[src/hw/rtl/yuvlut_fifo.sv]
// Small synchronous queue in flip-flops, used between front and back and for results.
// No dependencies.
module yuvlut_fifo #(
  parameter int unsigned WIDTH = 8,
  parameter int unsigned DEPTH = 4,
  localparam int unsigned PTR_W = (DEPTH > 1) ? $clog2(DEPTH) : 1,
  localparam int unsigned CNT_W = $clog2(DEPTH + 1)
) (
  input  logic             clk_i,
  input  logic             rst_ni,
  input  logic             push_i,
  input  logic [WIDTH-1:0] wdata_i,
  output logic             full_o,
  input  logic             pop_i,
  output logic [WIDTH-1:0] rdata_o,
  output logic             empty_o
);

  logic [WIDTH-1:0] mem_q [DEPTH];
  logic [PTR_W-1:0] wptr_q, wptr_d, rptr_q, rptr_d;
  logic [CNT_W-1:0] cnt_q, cnt_d;
  logic             do_push, do_pop;

  assign full_o  = (cnt_q == CNT_W'(DEPTH));
  assign empty_o = (cnt_q == '0);
  assign do_push = push_i && !full_o;
  assign do_pop  = pop_i && !empty_o;
  assign rdata_o = mem_q[rptr_q];

  always_comb begin
    wptr_d = wptr_q;
    rptr_d = rptr_q;
    cnt_d  = cnt_q;
    if (do_push) begin
      wptr_d = (wptr_q == PTR_W'(DEPTH - 1)) ? '0 : wptr_q + PTR_W'(1);
    end
    if (do_pop) begin
      rptr_d = (rptr_q == PTR_W'(DEPTH - 1)) ? '0 : rptr_q + PTR_W'(1);
    end
    if (do_push && !do_pop) begin
      cnt_d = cnt_q + CNT_W'(1);
    end else if (do_pop && !do_push) begin
      cnt_d = cnt_q - CNT_W'(1);
    end
  end

  always_ff @(posedge clk_i or negedge rst_ni) begin
    if (!rst_ni) begin
      wptr_q <= '0;
      rptr_q <= '0;
      cnt_q  <= '0;
    end else begin
      wptr_q <= wptr_d;
      rptr_q <= rptr_d;
      cnt_q  <= cnt_d;
    end
  end

  always_ff @(posedge clk_i) begin
    if (do_push) begin
      mem_q[wptr_q] <= wdata_i;
    end
  end

endmodule

[config.mk]
export PLATFORM = sky130hd
export DESIGN_NAME = yuvlut_fifo
export DESIGN_NICKNAME = d
export VERILOG_FILES = /design/src/hw/rtl/yuvlut_fifo.sv
export SDC_FILE = /design/constraint.sdc
export NUM_CORES = 1
export LEC_CHECK = 0
export BUFFER_PORTS_ARGS = -buffer_cell sky130_fd_sc_hd__buf_2
export CORE_UTILIZATION = 50
export CTS_BUF_LIST = sky130_fd_sc_hd__clkbuf_8 sky130_fd_sc_hd__clkbuf_16
export DETAILED_ROUTE_END_ITERATION = 10
export GPL_TIMING_DRIVEN = 1
export HOLD_SLACK_MARGIN = 0.1
export PLACE_DENSITY_LB_ADDON = 0.25
export REMOVE_ABC_BUFFERS = 1
export SLEW_MARGIN = 10
export SYNTH_ARGS = -nofsm -noshare
export SYNTH_HDL_FRONTEND = slang
export SYNTH_SLANG_ARGS = --single-unit
[constraint.sdc]
create_clock -name clk_i -period 1.9 [get_ports clk_i]
set_input_delay 0.19 -clock clk_i [delete_from_list [all_inputs] [get_ports clk_i]]
set_output_delay 0.19 -clock clk_i [all_outputs]
set_load 0.03 [all_outputs]
==> run metrics <==
synth-to-layout area growth=21.5%; Setup crit end kind=register; final hold slack=0.114 ns; crit-path max FO=3; row count=20; layout cells sized above 1=53.8%; register area share after synthesis=70.1%; n_diodes=0; core outline area=0.00305 sq mm; via count=808; Max Freq=535 MHz; Synth area leader=edfxtp_1; initial DRC count=23; Filler cells=230; post-DP HPWL=1.64 mm; reg2reg end=cnt_q[1]; Slew @ Worst Pin=0.443 ns; Critical Path, Cell by Cell=buf_6, nor3b_4, nor2b_2, ha_4, inv_2, fa_2, mux2_4; max-slew violations=0; fin nets=135; Skew-Pair Late Insertion Delay=0.29 ns; Max H-tree Level=2; commonest non-fill, non-tap cells in the layout=edfxtp_1, buf_2, buf_4; HP Start=wdata_i[4]; vias in the first global route=845; CTS tree=yes; Total GRT Usage=16.9%; Post-Route Utilization=64.5%; final setup fails=0; Max stage delay on crit path=0.44 ns; synth unique cells=19; Clock Sinks=39; final clock period utilization by the worst path=98.5%; Worst R2R Path Depth=7; Hold EP=mem_q[2][4]; synth warn=0; Seq. cell area=0.00114 sq mm; commonest non-fill, non-tap cell in the layout=edfxtp_1; data required time at the worst endpoint=2.07 ns; max cap viols=0; initial antenna violation count=0; GRT overflow=0; Crit Reg-Reg Startpoint=cnt_q[0]; die width=58.9 um; overall routed net length=2.51 mm; Yosys reg bits=39; synth top area cells=edfxtp_1, mux4_2, dfrtp_1, ha_1, mux2_2; final setup skew=0.00580 ns; # port buffers=21; Crit-path slowest cell=dfrtp_2; worst rel slew slack=70.5%; Longest Clk Path Bufs=2; VDD IR-drop max=0.000733 V; CTS buffer count=5; Die H=58.9 um; drt wl/cell=15.6 um; drt drc=0; I/O Pins=22; Finished Cell Area=0.00197 sq mm; Power Total=3.16 mW; largest net degree at the start of global routing=12; routability cong.=0.645; Hold Vio Cnt, Final=0; reg2reg setup slack=0.03 ns; Initial Util=53.1%; global-route wire length before repair=3.98 mm; RSZ-0062 raised after global routing=true; DRT antenna net count=0; Hold WC Path Type=in -> reg; hold path cells=1; crit path DAT=2.05 ns; Netlist Area Pre-Place=0.00162 sq mm; pwr dens=1610 mW/mm^2; worst path bufs/invs=2; cells after synthesis=79; Clock Tree Root=clkbuf_8; CP Launch Type=register; Pleak=0.762 nW; Clock Pin Slew Worst Setup and Hold Paths=0.07 ns; placed cell areas=0.00179 sq mm; Crit Path Class=reg -> reg; Vias per Instance=5.02; crit path time final=1.87 ns; die area=0.00347 sq mm; Yosys top cell area share=59.3%; run status=complete, no violations; multi-input logic area=483 sq um; TritonRoute pass-1 iters=4; CP top delay family=adder cells; Avg Inst Size Synth=20.5 sq um
-- what timing repair did --
item                                    in CTS  in global routing
buffers inserted                             3                  4
resized for setup                            2                  8
pin swaps                                    1                  5
endpoints found under the hold margin        7                  0
hold buffers                                 1                  0
endpoints found under the setup margin      10                  2
-- kinds of logic after synthesis --
| logic type | count (synthesis) | synth area share (%) |
|---|---|---|
| and+or+nand+nor | 11 | 5.41 |
| muxes | 13 | 15.1 |
| buffers and inverters | 6 | 1.93 |
| DFF | 39 | 70.1 |
| adders and majority gates | 7 | 5.87 |
| xor gates and xnor gates | 3 | 1.62 |
-- worst register-to-register path: stages (launching register included) --
cell	delay, ns
dfrtp_2	0.44
buf_6	0.13
nor3b_4	0.20
nor2b_2	0.09
ha_4	0.17
inv_2	0.05
fa_2	0.41
mux2_4	0.27
-- worst max-delay path by stage --
stage / startpoint / to / cells after the start
after detailed placement: cnt_q[1] / cnt_q[2] / 8
after global placement: cnt_q[1] / cnt_q[2] / 8
after floorplan: cnt_q[0] / cnt_q[2] / 8
after global routing: cnt_q[2] / cnt_q[2] / 8
final: cnt_q[0] / cnt_q[1] / 7
after CTS: cnt_q[0] / cnt_q[2] / 8
-- per-layer routing --
layer | share of wire (%) | wire (um) | vias up | GRT usage, %
met5 | 0 | 0 | - | 0
met1 | 43 | 1090 | 406 | 21.1
met4 | 2.6 | 65 | 0 | 8.16
met3 | 4.9 | 122 | 9 | 5.93
met2 | 49 | 1230 | 18 | 26.3
li1 | - | - | 375 | -
-- registers in the layout, indices dropped and copies added (netlist names) --
signal,count
mem_q,32
cnt_q,3
rptr_q,2
wptr_q,2
-- through the flow --
stage               TNS, ns  std cells  setup slack (ns)
finish                    0        161            0.0293
global route        -0.0931        161           -0.0692
CTS                       0        157            0.0131
detailed placement  -0.0379        145           -0.0379
global placement          0        145            0.0418
floorplan             -1.43         76            -0.640
-- synth_stat cells --
| library cell | instances |
|---|---|
| and2_2 | 4 |
| buf_1 | 1 |
| buf_2 | 1 |
| buf_6 | 1 |
| dfrtp_1 | 7 |
| edfxtp_1 | 32 |
| fa_1 | 1 |
| ha_1 | 6 |
| inv_1 | 3 |
| mux2_2 | 3 |
| mux2_4 | 2 |
| mux4_2 | 8 |
| nand2b_4 | 1 |
| nor2_1 | 3 |
| nor2b_2 | 1 |
| nor3_1 | 1 |
| nor3b_4 | 1 |
| xnor2_1 | 1 |
| xor2_1 | 2 |
-- cell type report --
class                           instances  share of cell area [%]
Sequential cell                        39                    57.8
Timing Repair Buffer                   33                    10.2
Inverter                                3                   0.572
Clock inverter                          3                   0.572
Clock buffer                            5                    3.49
Multi-Input combinational cell         34                    24.5
Tap cell                               44                    2.80
-- power breakdown --
part,switching (mW),internal (mW),total [mW]
sequential,0.201,1.16,1.36
clock,0.261,0.244,0.506
combinational,0.647,0.647,1.29
total,1.11,2.05,3.16
Note: power is estimated with default switching activity, not from simulation.
