File: config.mk
export PLATFORM = sky130hd
export DESIGN_NAME = yuvlut_front
export DESIGN_NICKNAME = d
export VERILOG_FILES = /design/src/hw/rtl/yuvlut_pkg.sv /design/src/hw/rtl/yuvlut_front.sv
export SDC_FILE = /design/constraint.sdc
export NUM_CORES = 1
export LEC_CHECK = 0
export BUFFER_PORTS_ARGS = -buffer_cell sky130_fd_sc_hd__buf_2
export CAP_MARGIN = 20
export CORE_MARGIN = 5
export CORE_UTILIZATION = 57
export DETAILED_ROUTE_END_ITERATION = 7
export HOLD_SLACK_MARGIN = 0.03
export MAX_ROUTING_LAYER = met4
export PLACE_DENSITY = 0.75
export SLEW_MARGIN = 20
export SYNTH_ARGS = -nofsm -noshare
export SYNTH_HDL_FRONTEND = slang
export SYNTH_SLANG_ARGS = --single-unit
File: constraint.sdc
create_clock -name clk_i -period 23.2 [get_ports clk_i]
set_input_delay 4.64 -clock clk_i [delete_from_list [all_inputs] [get_ports clk_i]]
set_output_delay 4.64 -clock clk_i [all_outputs]
set_load 0.02 [all_outputs]
File: src/hw/rtl/yuvlut_pkg.sv
// Shared types, constants and helpers for the YUV to RGB converter with color table.
// No dependencies; the files that use it refer to it by scoped names.
package yuvlut_pkg;

  // Default grid points per color axis of the lookup table.
  localparam int unsigned LUT_POINTS_DEF = 33;

  // Width of the table address field on the input port.
  localparam int unsigned LUT_ADDR_W = 16;

  // Depths of the queue between front and back, and of the result queue.
  localparam int unsigned MID_DEPTH = 4;
  localparam int unsigned OUT_DEPTH = 2;

  localparam logic [7:0] ALPHA_OPAQUE = 8'hFF;

  typedef enum logic {
    REQ_PIXEL    = 1'b0,
    REQ_LUT_LOAD = 1'b1
  } req_type_e;

  // One classified request handed from the front to the back.
  typedef struct packed {
    logic                  load;   // table write, no result
    logic                  wr_ok;  // write address lies inside the table
    logic [LUT_ADDR_W-1:0] addr;   // table address (write or read)
    logic [23:0]           color;  // blue 23:16, green 15:8, red 7:0
  } item_t;

  // Clamp a signed channel value to 0..255.
  function automatic logic [7:0] clamp8(input logic signed [19:0] v);
    logic [7:0] r;
    if (v < 0) begin
      r = 8'd0;
    end else if (v > 20'sd255) begin
      r = 8'd255;
    end else begin
      r = v[7:0];
    end
    return r;
  endfunction

endpackage

File: src/hw/rtl/yuvlut_front.sv
// Front end: accept requests, convert YUV to RGB, quantize and form the table address.
// Depends on yuvlut_pkg.
module yuvlut_front #(
  parameter int unsigned LUT_POINTS = yuvlut_pkg::LUT_POINTS_DEF
) (
  input  logic                              clk_i,
  input  logic                              rst_ni,
  input  logic                              push_i,
  output logic                              full_o,
  input  logic                              req_type_i,
  input  logic [7:0]                        luma_i,
  input  logic [7:0]                        chroma_u_i,
  input  logic [7:0]                        chroma_v_i,
  input  logic [yuvlut_pkg::LUT_ADDR_W-1:0] lut_address_i,
  input  logic [7:0]                        lut_red_i,
  input  logic [7:0]                        lut_green_i,
  input  logic [7:0]                        lut_blue_i,
  output logic                              item_valid_o,
  output yuvlut_pkg::item_t                 item_o,
  input  logic                              item_ready_i
);

  localparam int unsigned AW   = yuvlut_pkg::LUT_ADDR_W;
  localparam int unsigned IW   = $clog2(LUT_POINTS);
  localparam int unsigned BG_W = $clog2(LUT_POINTS * LUT_POINTS);
  localparam int unsigned CUBE = LUT_POINTS * LUT_POINTS * LUT_POINTS;

  // Index = ch*(P-1)/255, with the divide done as (x + x/256 + 1)/256.
  function automatic logic [IW-1:0] quant(input logic [7:0] ch);
    logic [15:0] x;
    logic [16:0] s;
    x = 16'(ch) * 16'(LUT_POINTS - 1);
    s = 17'(x) + 17'(x[15:8]) + 17'd1;
    return IW'(s >> 8);
  endfunction

  logic advance, accept;

  // Stage 1: products
  logic                v1_q, load1_q;
  logic signed [17:0]  y1_q, re1_q, gd1_q, ge1_q, bd1_q;
  logic [AW-1:0]       addr1_q;
  logic [23:0]         lcol1_q;
  logic signed [17:0]  c_s, d_s, e_s;
  // Stage 2: clamped color
  logic                v2_q, load2_q;
  logic [AW-1:0]       addr2_q;
  logic [23:0]         col2_q, col2_d;
  logic signed [19:0]  sum_r, sum_g, sum_b;
  logic signed [19:0]  sh_r, sh_g, sh_b;
  // Stage 3: grid indices
  logic                v3_q, load3_q;
  logic [AW-1:0]       addr3_q;
  logic [23:0]         col3_q;
  logic [IW-1:0]       qr3_q, qg3_q, qb3_q;
  // Stage 4: blue/green row
  logic                v4_q, load4_q;
  logic [AW-1:0]       addr4_q;
  logic [23:0]         col4_q;
  logic [BG_W-1:0]     bg4_q;
  logic [IW-1:0]       qr4_q;
  // Stage 5: finished item
  logic                v5_q;
  yuvlut_pkg::item_t   item5_q, item5_d;

  assign advance = !v5_q || item_ready_i;
  assign full_o  = !advance;
  assign accept  = push_i && advance;

  assign c_s = $signed({10'd0, luma_i}) - 18'sd16;
  assign d_s = $signed({10'd0, chroma_u_i}) - 18'sd128;
  assign e_s = $signed({10'd0, chroma_v_i}) - 18'sd128;

  assign sum_r = 20'(y1_q) + 20'(re1_q) + 20'sd128;
  assign sum_g = 20'(y1_q) - 20'(gd1_q) - 20'(ge1_q) + 20'sd128;
  assign sum_b = 20'(y1_q) + 20'(bd1_q) + 20'sd128;
  assign sh_r  = sum_r >>> 8;
  assign sh_g  = sum_g >>> 8;
  assign sh_b  = sum_b >>> 8;

  assign col2_d = load1_q ? lcol1_q
                          : {yuvlut_pkg::clamp8(sh_b), yuvlut_pkg::clamp8(sh_g),
                             yuvlut_pkg::clamp8(sh_r)};

  always_comb begin
    item5_d.load  = load4_q;
    item5_d.color = col4_q;
    item5_d.wr_ok = (32'(addr4_q) < CUBE);
    if (load4_q) begin
      item5_d.addr = addr4_q;
    end else begin
      item5_d.addr = AW'(32'(bg4_q) * LUT_POINTS + 32'(qr4_q));
    end
  end

  always_ff @(posedge clk_i or negedge rst_ni) begin
    if (!rst_ni) begin
      v1_q <= 1'b0;
      v2_q <= 1'b0;
      v3_q <= 1'b0;
      v4_q <= 1'b0;
      v5_q <= 1'b0;
    end else if (advance) begin
      v1_q <= accept;
      v2_q <= v1_q;
      v3_q <= v2_q;
      v4_q <= v3_q;
      v5_q <= v4_q;
    end
  end

  always_ff @(posedge clk_i) begin
    if (advance) begin
      load1_q <= (req_type_i == yuvlut_pkg::REQ_LUT_LOAD);
      y1_q    <= c_s * 18'sd298;
      re1_q   <= e_s * 18'sd409;
      gd1_q   <= d_s * 18'sd100;
      ge1_q   <= e_s * 18'sd208;
      bd1_q   <= d_s * 18'sd516;
      addr1_q <= lut_address_i;
      lcol1_q <= {lut_blue_i, lut_green_i, lut_red_i};

      load2_q <= load1_q;
      addr2_q <= addr1_q;
      col2_q  <= col2_d;

      load3_q <= load2_q;
      addr3_q <= addr2_q;
      col3_q  <= col2_q;
      qr3_q   <= quant(col2_q[7:0]);
      qg3_q   <= quant(col2_q[15:8]);
      qb3_q   <= quant(col2_q[23:16]);

      load4_q <= load3_q;
      addr4_q <= addr3_q;
      col4_q  <= col3_q;
      bg4_q   <= BG_W'(32'(qb3_q) * LUT_POINTS + 32'(qg3_q));
      qr4_q   <= qr3_q;

      item5_q <= item5_d;
    end
  end

  assign item_valid_o = v5_q;
  assign item_o       = item5_q;

endmodule

==> results.md, run 1 <==
Floorplan:
- The count of boundary I/O pins is 113.
- The die is 192.1 um tall.
- The total area inside the core boundary comes to 32620 um^2.
- The initial utilization of the core area, before any placement, comes to 0.5793.
- Row generation in the floorplan step produced 66 rows.
- The horizontal die dimension is 192.1 um.
- The die outline area is 36890 um^2.

Critical path:
- The critical path's slowest cell is sky130_fd_sc_hd__nor2b_1.
- By startpoint and endpoint, the worst setup path is classified as in2out.
- For the worst setup path, the data required time is 18560 ps.
- The largest fanout of any net on the critical path is 7.
- In this run the worst setup path begins at item_ready_i.
- The type of origin of the critical path is an input port.
- Data on the critical path arrives at its endpoint at 5640 ps.
- The signal on the critical path passes through buf_2 > nor2b_1 > buf_2.
- The most used cell along the critical path is sky130_fd_sc_hd__buf_2.
- The worst register-to-register path begins at y1_q[10].
- The stage delay of the slowest cell on the critical path is 600 ps.
- The critical path endpoint category is an output pin.

Timing:
- Based on the critical path, the design can be clocked at up to 97.32 MHz.
- The setup total negative slack is 0 ps.
- Setup repair after global routing left no endpoint under its margin.
- Of the available clock period, the critical path in the final layout requires 0.4429.
- The number of pins exceeding their max-slew limit in the final report is 0.
- The final critical path time including I/O delays and setup is 10280 ps.
- Across all setup checks in the final design, the least slack found is 12920 ps.
- The final worst hold slack is 400.0 ps.
- The clock arrives with 17.05 ps of skew.
- The worst pin sits at a relative slew slack of 0.3012.
- The count of final hold-check violations is 0.
- The final number of setup-violating endpoints is 0.
- At the pin with the least slew margin, the transition time is 1048 ps.

Clocking:
- The clock passes through at most 3 buffers.
- The clock latency on the worst-skew pair is 510 ps.
- In this run, CTS created clock tree buffers numbering 34.
- The number of setup buffers added after CTS is 0.
- The clock net in this run drives a total of 321 sinks.
- The clock input transition at the sequential cells of the worst setup and hold paths is 60 ps.
- CTS built an H-tree with a depth of 2.
- Gates resized during post-CTS repair numbered 0.
- TritonCTS built the clock tree.
- The number of buffers inserted by hold repair at cts is 0.
- The cell at the root of the clock tree is sky130_fd_sc_hd__clkbuf_16.

Logic synthesis:
- Yosys mapped a number of flops with a built-in enable equal to 316.
- After technology mapping, the gate count stands at 1440.
- Yosys instantiated no cell more often than sky130_fd_sc_hd__edfxtp_1.
- The xor-xnor portion of the synthesized cell area is 0.03754.
- Among all flip-flop cells after synthesis, the most frequent one is sky130_fd_sc_hd__edfxtp_1.
- The most area-hungry cell type in the Yosys netlist is sky130_fd_sc_hd__edfxtp_1.
- In the post-synthesis netlist, the biggest area contributors are sky130_fd_sc_hd__edfxtp_1, sky130_fd_sc_hd__ha_1, sky130_fd_sc_hd__fa_1.
- The count of yosys warnings during synthesis is 0.
- The synthesized design contains 321 register bits.
- Of the total synthesized cell area, the portion taken by AND, OR, NAND and NOR gates is 0.05588.
- After synthesis, the largest family of logic cells by area is adder cells.
- The number of distinct library cells after synthesis is 62.
- The fraction of the mapped netlist area in adder cells is 0.2602.
- Synthesis produced a netlist with a net count of 1869.
- The mux cell area share after synthesis is 0.006356.
- In the synthesized netlist the async set-or-reset flop fraction comes to 0.01558.
- The area fraction of the dominant cell type after synthesis is 0.5022.
- The complex-gate fraction of the synthesized area is 0.08833.
- Sorting the synthesized cells by how often they occur yields sky130_fd_sc_hd__edfxtp_1, sky130_fd_sc_hd__ha_1, sky130_fd_sc_hd__inv_1.
- For this run, the register share of the synthesized area comes to 0.5088.
- The post-synthesis instance area is 18900 um^2.
- The mean cell area of the mapped netlist is 13.12 um^2.

Placed design:
- The total half-perimeter wirelength after legalization and detailed placement is 25520 um.
- Before CTS, the worst setup slack after placement is 12910 ps.
- The number of I/O port buffers is 112.
- At the end of routability-driven placement, the weighted congestion stood at 0.8966.

Routing:
- In this run the remaining antenna-violating nets after routing total 0.
- The first routing iteration left 469 violations.
- The detailed router placed 10990 vias in this run.
- The total wire length is 32540 um.
- The post-detailed-route DRC marker count is 0.
- The first-pass iteration count of the detailed router is 5.
- In the final routed layout, each cell accounts on average for 15.91 um.
- The per-cell via count in the routed design is 5.374.

Worst hold path:
- The type of the worst min-delay path is reg2reg.
- In this run the most critical hold path is launched from addr3_q[3].

Global routing:
- The wire length of the first global-routing pass is 54040 um.
- Entering global routing, the biggest net connects 197 pins.
- The number of global-route vias before repair came to 11150.
- The overall overflow remaining after global route is 0.
- The total routing resource utilization after global routing is 0.1878.
- The number of antenna violations at the first check in global routing is 1.

Layout:
- The fraction of final layout cells sized beyond drive strength 1 is 0.1168.
- The relative area change from synthesis to final layout is 11.36%.
- The number of nets in the final layout is 2008.

Status:
- The run finished with clean final reports.

Run:
- The max-cap check violation count is 0.
## registers in the layout, summed over array words and instances, names as in the netlist, 12 cells and up
| register | cells |
|---|---|
| addr1_q | 16 |
| addr2_q | 16 |
| addr3_q | 16 |
| addr4_q | 16 |
| bd1_q | 16 |
| col2_q | 24 |
| col3_q | 24 |
| col4_q | 24 |
| gd1_q | 12 |
| ge1_q | 12 |
| item_o | 42 |
| lcol1_q | 24 |
| re1_q | 18 |
| y1_q | 17 |
## critical path, delay by kind of cell
| family | cells | cell delay, ps |
|---|---|---|
| buffers and inverters | 2 | 390 |
| AND/OR/NAND/NOR | 1 | 600 |
## worst paths after layout
path	slack, ps	cells after the start	end
setup / recovery	12920	3	full_o
hold / removal	400	0	addr4_q[3]
setup reg to reg	19020	13	col2_q[10]
hold reg to reg	400	0	addr4_q[3]
max in group asynchronous	19120	1	v1_q
min in group asynchronous	3940	1	v3_q
## logic make-up after synthesis
family | after synthesis
AO/OA/AOI/OAI | 247
XOR/XNOR | 81
adder cells (fa/ha/maj) | 360
buffers and inverters | 214
flip-flops | 321
multiplexers | 11
AND/OR/NAND/NOR | 206
## metal layers
layer  global-route usage  vias up  share of wire
li1                     -     5499              -
met1               0.2338     5258           0.43
met2               0.3244      174           0.51
met3              0.02908       58          0.043
met4              0.04827        0          0.023
met5                    -        -              0
## area by class of cell
cell class,count,area (um^2)
clock buffer,41,877.1
sequential,321,9614
inverter,203,769.5
tap,442,553.0
multi-input combinational,905,8483
fill,2419,11580
antenna,2,5.005
clock inverter,17,152.6
timing repair buffer,114,588.1
## cell usage in the layout, fill, tap and decap left out, drive strengths merged, types with 4 or more instances in the layout
master | Yosys | layout
dfrtp | 5 | 5
a21oi | 65 | 65
inv | 203 | 206
nand2 | 48 | 48
nand3 | 8 | 8
clkbuf | 10 | 41
nand4 | 10 | 10
fa | 55 | 55
nor4 | 5 | 5
o31a | 5 | 5
xor2 | 23 | 23
a21boi | 4 | 4
and3 | 6 | 6
xnor2 | 58 | 58
nor3 | 19 | 19
o21a | 8 | 8
or3 | 5 | 5
o2bb2a | 4 | 4
mux2 | 8 | 8
nor2 | 45 | 45
nor2b | 33 | 33
buf | 1 | 114
a211oi | 10 | 10
a211o | 4 | 4
or2 | 7 | 7
ha | 305 | 305
o21bai | 20 | 20
o31ai | 5 | 5
and2 | 5 | 5
clkinv | 0 | 11
a31oi | 14 | 14
o21ai | 44 | 44
a311oi | 9 | 9
edfxtp | 316 | 316
a21o | 30 | 30
## per-stage QoR
| stage | cell area (um^2) | utilization | std cells |
|---|---|---|---|
| detailed placement | 20000 | 0.6132 | 1985 |
| finish | 21040 | 0.6451 | 2045 |
| floorplan | 18900 | - | 1440 |
| global route | 21040 | 0.6450 | 2044 |
| CTS | 21030 | 0.6448 | 2043 |
| global placement | 20000 | 0.6132 | 1985 |
Power of run 1 is left out: the tool's default activity adds up to more than one toggle a clock period on the data nets, which glitch-free logic cannot reach.
==> run 2: changes to the inputs <==
- CORE_UTILIZATION: 57 -> 56
- PLACE_DENSITY: 0.75 -> 0.77
- clock period: 23.2 -> 9.19 ns (I/O delays scaled with it)
==> results.md, run 2 (same netlist as run 1, synthesis figures left out) <==
Timing:
- The worst relative slew slack is 0.2878 (-0.01337).
- The count of final hold-check violations is 0 (unchanged).
- In the finished design, the share of the clock period the worst path needs comes to 0.6648.
- Based on the critical path, the design can be clocked at up to 163.7 MHz.
- The final clock skew is 16.76 ps (-0.2932 ps).
- The final number of setup-violating endpoints is 0 (unchanged).
- Setup repair after global routing left no endpoint under its margin.
- The final worst hold slack is 402.9 ps (+2.932 ps).
- Counting I/O delays and the setup requirement, the final critical path takes 6110 ps.
- The number of pins exceeding their max-slew limit in the final report is 0 (unchanged).
- The measured slew at the worst slew-check pin is 1061 ps (+12.87 ps).
- The setup total negative slack was 0 ps (unchanged).

Layout:
- The fraction of final layout cells sized beyond drive strength 1 came to 0.1192 (+0.002424).
- The relative area change from synthesis to final layout is 12.24%.
- The number of flip-flops in the largest register is 42 (unchanged).
- The count of non-filler cells in the finished layout is 2053 (+0.39%).
- Leaving out fill and tap cells, the most frequent cell in the layout is sky130_fd_sc_hd__edfxtp_1.
- The top cell types in the final layout, fill and taps aside, are sky130_fd_sc_hd__edfxtp_1, sky130_fd_sc_hd__ha_1, sky130_fd_sc_hd__inv_1, sky130_fd_sc_hd__buf_2, sky130_fd_sc_hd__a21oi_1.
- The number of nets in the final layout is 2009 (+0.050%).

Floorplan:
- The core box area is 33450 um^2 (+2.5%).
- The count of boundary I/O pins came to 113 (unchanged).
- The horizontal die dimension is 193.7 um (+0.84%).
- The number of placement rows is 67 (+1.5%).
- The effective utilization at floorplan is 0.5650 (-0.01437).
- The height of the chip is 193.7 um (+0.84%).
- The die outline area is 37520 um^2 (+1.7%).

Critical path:
- The worst setup path is captured at a flop.
- Among cell families on the critical path, the largest total delay comes from adder cells.
- Traced cell by cell, the critical path runs through buf_2 > inv_1 > ha_1 > nor3b_2 > ha_1 > ha_1 > fa_1 > inv_1 > fa_1 > inv_1 > ha_1 > o21ai_0 > a21boi_0 > o21ai_0 > a21oi_1 > o21ai_0 > nor2b_1 > o311ai_0.
- The stage delay of the slowest cell on the critical path came to 720 ps (+120 ps).
- The worst register-to-register path begins at y1_q[4].
- The critical path launch point is luma_i[4].
- The number of gates on the worst path with buffers counted is 18 (+15).
- For this design, the slowest cell found on the critical path is sky130_fd_sc_hd__nor3b_2.
- The buffering stage count on the worst path with inverters included is 4 (+2).
- The most numerous cell type found on the critical path is sky130_fd_sc_hd__ha_1.
- The critical path in this run is classified as in2reg.
- The largest fanout of any net on the critical path is 11 (+4).
- The required time of the critical path was 9500 ps (-9060 ps).
- The arrival time reported for the critical path endpoint came to 6420 ps (+780 ps).
- The number of cells traversed by the worst register-to-register path came to 13 (unchanged).
- The type of origin of the critical path is an input port.

Routing:
- The initial DRC count was 594 (+27%).
- The per-cell via count in the routed design is 5.328 (-0.85%).
- The via count is 10940 (-0.46%).
- The routed length per instance is 16.03 um (+0.75%).
- The total wire length is 32910 um (+1.1%).
- The first-pass iteration count of the detailed router is 5 (unchanged).
- The post-detailed-route DRC marker count is 0 (unchanged).
- The final antenna-violating net count is 0 (unchanged).

Clocking:
- The number of H-tree levels is 2 (unchanged).
- The number of buffers added by the clock tree synthesis step is 34 (unchanged).
- The number of buffers inserted by hold repair at cts was 0 (unchanged).
- The post-CTS repair timing setup buffer count is 0 (unchanged).
- The post-cts gate resize count is 0 (unchanged).
- The clock input transition at the sequential cells of the worst setup and hold paths is 60 ps (about the same).
- The clock sink count came to 321 (unchanged).
- The maximum clock path buffer count is 3 (unchanged).
- TritonCTS built the clock tree.
- The clock latency on the worst-skew pair is 520 ps (about the same).
- CTS placed an instance of sky130_fd_sc_hd__clkbuf_16 at the clock tree root.

Run:
- The max-cap check violation count is 0 (unchanged).

Worst hold path:
- The type of the worst min-delay path is reg2reg.
- The worst hold path begins at col4_q[6].
- The cell depth of the worst hold path was 0 (unchanged).

Status:
- The run finished with clean final reports.

Placed design:
- The cell count after placement is 1992 (+0.35%).
- The total half-perimeter wirelength after legalization and detailed placement is 25410 um (-0.42%).
- The weighted congestion reported at the end of routability-driven placement is 0.8764 (-2.3%).
- The number of I/O port buffers came to 112 (unchanged).

Global routing:
- The overall overflow remaining after global route is 0 (unchanged).
- The pin count of the biggest net entering global routing is 203 (+3.0%).
- The wire length of the first global-routing pass was 54250 um (+0.38%).
- The total routing resource utilization after global routing is 0.1815 (-0.006344).
- The number of antenna violations at the first check in global routing is 3 (+2).
- The number of global-route vias before repair is 11170 (+0.20%).

Power and ir drop:
- The maximum vdd drop is 0.2544 mV.
- The leakage power figure is 0.009527 uW.
- The power per standard cell area is 400.3 nW/um^2.
-- run 2: worst register-to-register path, stage by stage (launching register included) --
cell	delay, ps
sky130_fd_sc_hd__edfxtp_1	440
sky130_fd_sc_hd__inv_1	90
sky130_fd_sc_hd__fa_1	530
sky130_fd_sc_hd__inv_1	40
sky130_fd_sc_hd__ha_1	290
sky130_fd_sc_hd__ha_1	310
sky130_fd_sc_hd__a211o_1	280
sky130_fd_sc_hd__a2111oi_0	400
sky130_fd_sc_hd__nor3_1	190
sky130_fd_sc_hd__a211oi_1	360
sky130_fd_sc_hd__o21ai_0	120
sky130_fd_sc_hd__a21oi_1	470
sky130_fd_sc_hd__a31oi_1	230
sky130_fd_sc_hd__a21o_1	210
-- run 2: power by group --
| group | internal, uW | switching [uW] | total (uW) |
|---|---|---|---|
| sequential | 2470 | 285 | 2750 |
| combinational | 1800 | 2490 | 4280 |
| clock | 911 | 546 | 1460 |
-- run 2: final timing paths --
kind | endpoint | slack (ps)
setup / recovery | y1_q[16] | 3080
hold / removal | item_o[6] | 400
setup reg to reg | col2_q[8] | 4970
hold reg to reg | item_o[6] | 400
max in group asynchronous | v3_q | 7920
min in group asynchronous | v1_q | 1140
-- run 2: per-stage QoR --
step / cell area, um^2 / util / power (uW) / setup WS, ps
5_1_grt: 21210 / 0.6341 / 9207 / 2668
3_5_place_dp: 20020 / 0.5984 / 7043 / 2530
3_3_place_gp: 20020 / 0.5984 / 6926 / 2677
6_report: 21210 / 0.6341 / 8491 / 3080
4_1_cts: 21200 / 0.6339 / 8549 / 3070
2_1_floorplan: 18900 / - / 6040 / 285.3
-- run 2: layout make-up --
class | count | area, um^2
multi-input combinational | 905 | 8477
inverter | 203 | 769.5
tap | 448 | 560.5
clock inverter | 15 | 300.3
timing repair buffer | 115 | 595.6
fill | 2474 | 12240
antenna | 3 | 7.507
clock buffer | 43 | 884.6
sequential | 321 | 9614
-- run 2: per-layer routing --
layer / up-vias / wire, um / global-route usage
met5: - / 0 / -
met4: 0 / 1013 / 0.05455
met3: 74 / 1507 / 0.03197
met2: 206 / 16560 / 0.3170
met1: 5164 / 13830 / 0.2166
li1: 5494 / - / -
No activity file was read; power rests on OpenSTA's default activity.
==> run 3: changes to the inputs <==
- ABC_AREA: not set -> 1
- CORE_UTILIZATION: 56 -> 57
- PLACE_DENSITY: 0.77 -> 0.75
- clock period: 9.19 -> 6 ns (I/O delays scaled with it)
==> results.md, run 3 <==
Status:
- The flow ran to the end, and the final reports show no timing, DRC or antenna violations.

Logic synthesis:
- The most area-hungry cell type in the Yosys netlist is sky130_fd_sc_hd__edfxtp_1.
- The mean cell area of the mapped netlist is 10.99 um^2 (-16%).
- The cell count after synthesis is 1795 (+25%).
- In the synthesized netlist the dominant register cell turns out to be sky130_fd_sc_hd__edfxtp_1.
- The synthesized net count is 2224 (+19%).
- The number of distinct library cells after synthesis is 46 (-26%).
- The area fraction of the dominant cell type after synthesis was 0.4811 (-0.02106).
- The proportion of synthesized chip area in sequential cells was 0.4874 (-0.02133).
- The number of enable-type register cells in the synthesized netlist is 316 (unchanged).
- The post-synthesis instance area is 19720 um^2 (+4.4%).
- The count of yosys warnings during synthesis was 0 (unchanged).
- The share of synthesized registers carrying an async set or reset is 0.01558 (unchanged).
- Sorting the synthesized cells by area gives the leading types as sky130_fd_sc_hd__edfxtp_1, sky130_fd_sc_hd__ha_1, sky130_fd_sc_hd__nand2_1.
- In the synthesized netlist, the cells that appear most often are sky130_fd_sc_hd__nand2_1, sky130_fd_sc_hd__edfxtp_1, sky130_fd_sc_hd__ha_1.
- The number of flip-flops and latches in the synthesized netlist is 321 (unchanged).
- Among all cell types in the netlist, the one instantiated most often is sky130_fd_sc_hd__nand2_1.

Clocking:
- The maximum clock path buffer count is 3 (unchanged).
- The number of buffers added by the clock tree synthesis step was 34 (unchanged).
- The clock input transition at the sequential cells of the worst setup and hold paths was 60 ps (about the same).
- The number of H-tree levels is 2 (unchanged).
- The number of buffers inserted by hold repair at cts is 0 (unchanged).
- The clock latency on the worst-skew pair is 520 ps (about the same).
- The cell at the root of the clock tree is sky130_fd_sc_hd__clkbuf_16.
- The post-CTS repair timing setup buffer count is 0 (unchanged).
- The clock tree from TritonCTS is built.
- The post-cts gate resize count is 0 (unchanged).
- The clock sink count is 321 (unchanged).

Floorplan:
- The number of placement rows came to 68 (+1.5%).
- The core box area is 34370 um^2 (+2.8%).
- The height of the chip came to 196.0 um (+1.2%).
- The horizontal die dimension was 196.0 um (+1.2%).
- The count of boundary I/O pins is 113 (unchanged).
- The die outline area came to 38420 um^2 (+2.4%).
- The effective utilization at floorplan is 0.5738 (+0.008863).

Global routing:
- The number of antenna violations at the first check in global routing was 0 (-3).
- The overall overflow remaining after global route is 0 (unchanged).
- The pin count of the biggest net entering global routing came to 174 (-14%).
- The wire length of the first global-routing pass came to 62610 um (+15%).
- The number of global-route vias before repair is 12800 (+15%).
- The total routing resource utilization after global routing was 0.2060 (+0.02451).

Timing:
- The measured slew at the worst slew-check pin is 959.1 ps (-102.0 ps).
- The worst relative slew slack came to 0.3606 (+0.07281).
- The number of pins exceeding their max-slew limit in the final report was 0 (unchanged).
- The final clock skew is 23.39 ps (+6.629 ps).
- Static timing analysis puts the maximum clock frequency at 203.2 MHz.
- The count of final hold-check violations is 0 (unchanged).
- Setup repair after global routing left no endpoint under its margin.
- Dividing the final minimum period by the clock period gives 0.8201.
- The final number of setup-violating endpoints is 0 (unchanged).
- The clock period could shrink to 4921 ps.

Layout:
- The most common cell after layout, fill and taps aside is sky130_fd_sc_hd__nand2_1.
- The fraction of final layout cells sized beyond drive strength 1 is 0.09817 (-0.02106).
- The antenna diode count is 0 (-3).
- In the layout the commonest cells are sky130_fd_sc_hd__nand2_1, sky130_fd_sc_hd__edfxtp_1, sky130_fd_sc_hd__ha_1, sky130_fd_sc_hd__inv_1, sky130_fd_sc_hd__buf_2.
- The number of flip-flops in the largest register came to 42 (unchanged).
- The number of nets in the final layout is 2369 (+18%).
- The relative area change from synthesis to final layout is 11.27%.
- The area of all placed cells without fillers is 21950 um^2 (+3.5%).
- The share of the core filled with cells is 0.6385 (+0.004383).

Run:
- The max-cap check violation count was 0 (unchanged).

Critical path:
- The largest fanout of any net on the critical path came to 6 (-5).
- The most critical setup path has its startpoint at luma_i[4].
- The required time of the critical path is 6280 ps (-3220 ps).
- The worst setup path is captured at a flop.
- The worst setup path is of the in2reg kind.
- The arrival time reported for the critical path endpoint is 5200 ps (-1220 ps).
- The startpoint of the lowest-slack register-to-register path is y1_q[10].
- The type of origin of the critical path is an input port.

Worst hold path:
- The type of the worst min-delay path is reg2reg.
- The startpoint identified for the worst hold timing path is addr1_q[8].

Routing:
- The final antenna-violating net count is 0 (unchanged).
- The via count is 12550 (+15%).
- The initial DRC count is 709 (+19%).
- The first-pass iteration count of the detailed router came to 5 (unchanged).
- The per-cell via count in the routed design came to 5.185 (-2.7%).
- The total wire length is 37670 um (+14%).
- The routed length per instance came to 15.56 um (-2.9%).
- The post-detailed-route DRC marker count was 0 (unchanged).

Placed design:
- The number of I/O port buffers was 112 (unchanged).
- The weighted congestion reported at the end of routability-driven placement is 0.9125 (+4.1%).
- The total half-perimeter wirelength after legalization and detailed placement is 29720 um (+17%).
- The placed cell area is 20890 um^2 (+4.4%).
## run 3: cell count changes in the layout (fill, tap and decap cells not counted), moves of 14 or more
| cell | previous run | this run |
|---|---|---|
| sky130_fd_sc_hd__a21o_1 | 30 | 8 |
| sky130_fd_sc_hd__nor2b_1 | 33 | 0 |
| sky130_fd_sc_hd__a21oi_1 | 65 | 95 |
| sky130_fd_sc_hd__xnor2_1 | 58 | 26 |
| sky130_fd_sc_hd__nand3_1 | 8 | 55 |
| sky130_fd_sc_hd__nor3_1 | 19 | 5 |
| sky130_fd_sc_hd__inv_1 | 202 | 286 |
| sky130_fd_sc_hd__xor2_1 | 23 | 55 |
| sky130_fd_sc_hd__nand2_1 | 48 | 353 |
| sky130_fd_sc_hd__o21ai_0 | 35 | 51 |
| sky130_fd_sc_hd__o21bai_1 | 20 | 6 |
| sky130_fd_sc_hd__nor2_1 | 45 | 83 |
## run 3: area by class of cell
cell class	count	area (um^2)
tap	455	569.3
clock inverter	23	187.7
clock buffer	39	869.6
sequential	321	9614
timing repair buffer	115	608.1
fill	2731	12430
inverter	289	1089
multi-input combinational	1179	9009
## run 3: worst paths after layout
check | endpoint | cells past startpoint | slack [ps]
max in group asynchronous | v4_q | 1 | 5390
min in group asynchronous | v2_q | 1 | 480
hold / removal | addr2_q[8] | 0 | 410
hold reg to reg | addr2_q[8] | 0 | 410
setup reg to reg | col2_q[9] | 15 | 2580
setup / recovery | y1_q[14] | 19 | 1080
## run 3: cells by family after synthesis
kind of cell / after synthesis / share of synthesized area
DFF: 321 / 0.4874
and+or+nand+nor: 542 / 0.1145
xor gates and xnor gates: 81 / 0.03597
AOI/OAI and AO/OA: 196 / 0.05658
buffers and inverters: 295 / 0.05620
adders and majority gates: 360 / 0.2493
## run 3: stage by stage
stage | hold WS, ps | std cells | setup TNS, ps | worst slack (ps)
3_3_place_gp | 401.4 | 2359 | 0 | 643.4
3_5_place_dp | 404.5 | 2359 | 0 | 547.9
6_report | 413.4 | 2421 | 0 | 1079
4_1_cts | 416.9 | 2421 | 0 | 1115
5_1_grt | 419.7 | 2421 | 0 | 757.8
2_1_floorplan | 400.3 | 1795 | -203750 | -643.7
## run 3: worst max-delay path, stage by stage
cell	delay (ps)
sky130_fd_sc_hd__buf_2	90
sky130_fd_sc_hd__inv_1	150
sky130_fd_sc_hd__ha_1	220
sky130_fd_sc_hd__nand3_1	230
sky130_fd_sc_hd__inv_1	300
sky130_fd_sc_hd__ha_1	320
sky130_fd_sc_hd__ha_1	320
sky130_fd_sc_hd__fa_1	480
sky130_fd_sc_hd__inv_1	50
sky130_fd_sc_hd__fa_1	530
sky130_fd_sc_hd__inv_1	50
sky130_fd_sc_hd__ha_1	340
sky130_fd_sc_hd__a21oi_1	190
sky130_fd_sc_hd__o21ai_0	120
sky130_fd_sc_hd__a21oi_1	210
sky130_fd_sc_hd__nor2_1	50
sky130_fd_sc_hd__o21ai_0	140
sky130_fd_sc_hd__nand2_1	80
sky130_fd_sc_hd__xor2_1	140
## run 3: per-layer routing
metal | vias to the layer above | part of all wire | global-route usage
met3 | 47 | 0.035 | 0.02628
met2 | 218 | 0.51 | 0.3618
met1 | 5894 | 0.43 | 0.2591
met4 | 0 | 0.016 | 0.04241
li1 | 6394 | - | -
met5 | - | 0 | -
Power of run 3 is left out for the same reason.
